==> config.mk <==
export PLATFORM = sky130hd
export DESIGN_NAME = tkri_ctrl
export DESIGN_NICKNAME = d
export VERILOG_FILES = /design/src/tkri_pkg.sv /design/src/tkri_ctrl.sv
export SDC_FILE = /design/constraint.sdc
export NUM_CORES = 1
export LEC_CHECK = 0
export BUFFER_PORTS_ARGS = -buffer_cell sky130_fd_sc_hd__buf_4
export CORE_AREA = 2 2 39 41
export CTS_CLUSTER_SIZE = 8
export DETAILED_ROUTE_END_ITERATION = 12
export DIE_AREA = 0 0 41 43
export HOLD_SLACK_MARGIN = 0.02
export MAX_ROUTING_LAYER = met4
export PLACE_DENSITY = 0.35
export SYNTH_ARGS = -nofsm -noshare
export SYNTH_HDL_FRONTEND = slang
export SYNTH_SLANG_ARGS = --single-unit
==> constraint.sdc <==
create_clock -name i_clk -period 0.96 [get_ports i_clk]
set_input_delay 0.096 -clock i_clk [delete_from_list [all_inputs] [get_ports i_clk]]
set_output_delay 0.096 -clock i_clk [all_outputs]
set_load 0.02 [all_outputs]
==> src/tkri_pkg.sv <==
// Shared types, constants and helpers for the top-K rank insertion block.
package tkri_pkg;

    localparam int LIST_DEPTH = 8;
    localparam int NUM_LISTS  = 2;
    localparam int CNT_W      = $clog2(LIST_DEPTH + 1);
    localparam int IDX_W      = (LIST_DEPTH > 1) ? $clog2(LIST_DEPTH) : 1;
    localparam int RANK_W     = 3;
    localparam int METRIC_W   = 48;
    localparam int SHARE_W    = 15;

    localparam logic [1:0] OP_OFFER = 2'd0;
    localparam logic [1:0] OP_CLEAR = 2'd1;
    localparam logic [1:0] OP_READ  = 2'd2;

    localparam logic LIST_CPU = 1'b0;
    localparam logic LIST_MEM = 1'b1;

    typedef struct packed {
        logic [1:0]          operation;
        logic                by_memory;
        logic [31:0]         process_id;
        logic [63:0]         create_time;
        logic [SHARE_W-1:0]  cpu_share;
        logic [METRIC_W-1:0] private_size;
    } t_in;

    typedef struct packed {
        logic                accepted;
        logic [RANK_W-1:0]   rank;
        logic                entry_valid;
        logic [31:0]         out_process_id;
        logic [63:0]         out_create_time;
        logic [SHARE_W-1:0]  out_cpu_share;
        logic [METRIC_W-1:0] out_private_size;
        logic                last;
    } t_out;

    typedef struct packed {
        logic [31:0]         process_id;
        logic [63:0]         create_time;
        logic [SHARE_W-1:0]  cpu_share;
        logic [METRIC_W-1:0] private_size;
    } t_entry;

    typedef struct packed {
        logic load_single;
        logic do_offer;
        logic do_clear;
        logic read_start;
        logic read_emit;
    } t_dp_cmd;

    typedef struct packed {
        logic in_list_empty;
        logic rd_last;
    } t_dp_status;

    // Rank field wraps modulo eight when the list is deeper than eight.
    function automatic logic [RANK_W-1:0] to_rank(input logic [CNT_W-1:0] v);
        logic [CNT_W+RANK_W-1:0] w;
        w = (CNT_W + RANK_W)'(v);
        return w[RANK_W-1:0];
    endfunction

endpackage

==> src/tkri_ctrl.sv <==
// Controller state machine: input and output handshakes and read sequencing.
module tkri_ctrl (
    input  logic                  i_clk,
    input  logic                  i_rst_n,
    input  logic                  i_in_valid,
    output logic                  o_in_ready,
    input  logic [1:0]            i_operation,
    output logic                  o_out_valid,
    input  logic                  i_out_ready,
    input  tkri_pkg::t_dp_status  i_status,
    output tkri_pkg::t_dp_cmd     o_cmd
);

    typedef enum logic [1:0] {
        S_IDLE = 2'b01,
        S_READ = 2'b10
    } t_state;

    t_state r_state, n_state;
    logic   r_out_valid, n_out_valid;
    logic   out_free;
    logic   in_xfer;

    assign out_free   = !r_out_valid || i_out_ready;
    assign o_in_ready = (r_state == S_IDLE) && out_free;
    assign in_xfer    = i_in_valid && o_in_ready;
    assign o_out_valid = r_out_valid;

    always_comb begin
        n_state = r_state;
        o_cmd   = '0;
        case (r_state)
            S_IDLE: begin
                if (in_xfer) begin
                    case (i_operation)
                        tkri_pkg::OP_OFFER: begin
                            o_cmd.do_offer    = 1'b1;
                            o_cmd.load_single = 1'b1;
                        end
                        tkri_pkg::OP_CLEAR: begin
                            o_cmd.do_clear    = 1'b1;
                            o_cmd.load_single = 1'b1;
                        end
                        tkri_pkg::OP_READ: begin
                            if (i_status.in_list_empty) begin
                                o_cmd.load_single = 1'b1;
                            end else begin
                                o_cmd.read_start = 1'b1;
                                n_state          = S_READ;
                            end
                        end
                        default: begin
                            o_cmd.load_single = 1'b1;
                        end
                    endcase
                end
            end
            S_READ: begin
                if (out_free) begin
                    o_cmd.read_emit = 1'b1;
                    if (i_status.rd_last) begin
                        n_state = S_IDLE;
                    end
                end
            end
            default: begin
                n_state = S_IDLE;
            end
        endcase
    end

    always_comb begin
        if (o_cmd.load_single || o_cmd.read_emit) begin
            n_out_valid = 1'b1;
        end else if (i_out_ready) begin
            n_out_valid = 1'b0;
        end else begin
            n_out_valid = r_out_valid;
        end
    end

    always_ff @(posedge i_clk) begin
        if (!i_rst_n) begin
            r_state     <= S_IDLE;
            r_out_valid <= 1'b0;
        end else begin
            r_state     <= n_state;
            r_out_valid <= n_out_valid;
        end
    end

endmodule

==> metrics.cfg <==
[run]
drv_cap=0

[worst_setup_path]
crit_type=reg -> out
worstPathRequired_ns=0.86
r2r-end=r_state[0]
crit_path_end_kind=primary output
critPathMaxStageDelay_ns=0.31
crit_chain=nand3b_4 > nand2b_4 > nor3b_4 > buf_6
worstSetupEndpoint=o_cmd[2]
timing.rr.start=r_state[1]
crit_path_start=r_state[1]
startpoint_type=register
arrival_ns=1.19
crit_slowest_cell=dfxtp_2
ff2ff_path_depth=5
critPathMaxFanout=3
rrSetupSlack_ns=-0.17

[clocking]
clk_pin_slew_ns=0.04
clock-sinks=3
clkLatencyLatePin_ns=0.23
clockRootBuffer=clkbuf_4
cts_buffers=3
cts_buffer_depth=2
cts_tree=built
htreeDepth=1

[timing]
rsz0062_at_grt=true
worst_hold_slack_ns=0.0561
worst_slew_pin_slew_ns=0.194
clock.fmax_ghz=0.779
setup_viol=8
maxSlewViolCount=0
finalWorstSetupSlack_ns=-0.323
period_share_pct=134
slew_headroom_pct=87.0
finClkSkew_ns=0.00493
finalCriticalPeriod_ns=1.28
hold_viol=0

[power_and_ir_drop]
p_total_mw=0.506
seqPwrFrac_pct=26.6
p_comb_share_pct=30.5
p_int_mw=0.373
power.share.switching_pct=26.2
clkPwrFrac_pct=42.9
power.leakage_nw=0.215
power_density_nw_per_um2=1060
netSwitchingPower_mw=0.133
irDropWorstVdd_mv=0.478

[detailed_routing]
first_iter_violations=1
num_vias=243
detail_route.wl_per_cell_um=9.62
wl_um=587
firstDrtPassIters=2
antenna_left=0
vias_per_cell=3.98
drc=0

[yosys]
yosysSeqAreaShare_pct=29.6
syn_nets=28
synth_area_leader_cell=dfxtp_1
syn_avg_cell_area_sq_um=10.1
synth-seq-cells=3
yosysUniqueCellTypes=13
yosys_warnings=0
synthCells=20
synth_top_area_share_pct=29.6
ys_top_cells_by_area=dfxtp_1 30%, nor3b_4 19%, nand3b_4 9.9%
syn_area_sq_um=203

[floorplan]
start_util_pct=14.6
num_rows=14
die_w_um=41
core-area_sq_um=1380
dieArea_sq_um=1760
fp.dieH_um=43
io_pins=15

[final_layout]
syn_to_final_growth_pct=135
multi_input_area_sq_um=189
utilization_pct=34.4
finalNetCount=54
num_antenna_cells=0
fillCellCount=147
postLayoutCellArea_sq_um=475
seq_area_sq_um=63.8
drive_gt1_share_pct=82.2

[placed_design]
place_congestion=0.652
placedInstanceArea_sq_um=412
port_buffers=14
place_ws_ns=-0.149

[global_routing]
antenna_found_initial=0
grt_pass1_vias=219
grt-ovfl-total=0
track_usage_pct=8.13
grt_pass1_wl_um=910
grt_max_degree=4

[run_status]
status=finished, violations left
violations=negative setup slack

[min_path]
worstHoldPathCells=2
hp-class=in -> reg

==> cell usage after synthesis <==
cell type and instances:
dfxtp_1 3, nand2b_1 3, nor2_1 2, nor3b_1 2
nor3b_4 2, a21oi_1 1, and2_1 1, and2b_1 1
nand3b_4 1, nor3_1 1, o211ai_1 1, o21a_1 1
o21ai_0 1
==> cells by family after synthesis <==
family / synth area share (%)
AO/OA/AOI/OAI: 12.3
flip-flops: 29.6
AND/OR/NAND/NOR: 58.0
==> worst max-delay path: cells and delay by family (launching register included) <==
family,cells,cell delay [ns]
buffers and inverters,1,0.14
DFF,1,0.31
and+or+nand+nor,3,0.51
==> per-stage QoR <==
step	std cells	TNS (ns)
after floorplan	20	-0.491
after global placement	55	-0.393
after detailed placement	55	-0.433
after CTS	61	-1.81
after global routing	61	-2.36
final	61	-1.80
==> registers in the layout, summed over array words and instances, names as in the netlist <==
name / cells
o_out_valid: 1
r_state: 2
==> cell usage in the layout (no fill, tap or decap), drive strengths merged <==
cell type,netlist,layout
o21a,1,1
nand3b,1,1
a21oi,1,1
nor2,2,2
nand2b,3,3
and2,1,1
nor3b,4,4
and2b,1,1
nor3,1,1
buf,0,21
dfxtp,3,3
o211ai,1,1
clkbuf,0,4
o21ai,1,1
==> cell type report <==
cell class,count,share of cell area (%)
Clock buffer,4,5.53
Multi-Input combinational cell,17,39.7
Sequential cell,3,13.4
Tap cell,16,4.21
Timing Repair Buffer,21,37.1
==> worst min-delay path by stage <==
stage                 start         end
global route        i_rst_n  r_state[0]
CTS                 i_rst_n  r_state[0]
floorplan           i_rst_n  r_state[0]
global placement    i_rst_n  r_state[0]
detailed placement  i_rst_n  r_state[0]
finish              i_rst_n  r_state[0]
==> metal layers <==
metal / vias up / global-route usage [%] / routed length, um
li1: 122 / - / -
met1: 115 / 9.00 / 242
met2: 6 / 11.3 / 312
met3: 0 / 4.71 / 32
met4: 0 / 4.00 / 0
met5: - / - / 0
==> power groups by stage <==
stage / clock network [mW] / registers, mW / logic, mW
after CTS: 0.226 / 0.135 / 0.156
final: 0.217 / 0.134 / 0.154
after global routing: 0.251 / 0.135 / 0.165
after global placement: 0 / 0.136 / 0.144
after detailed placement: 0 / 0.136 / 0.144
after floorplan: 0 / 0.140 / 0.0696
==> repair_timing <==
action | 4_1_cts | 5_1_grt
gates resized for setup | 5 | 2
setup buffers | 2 | 0
setup endpoints to repair | 7 | 9
pin swaps | 5 | 1
hold buffers | 0 | 0
Power figures use the tool's default switching activity.
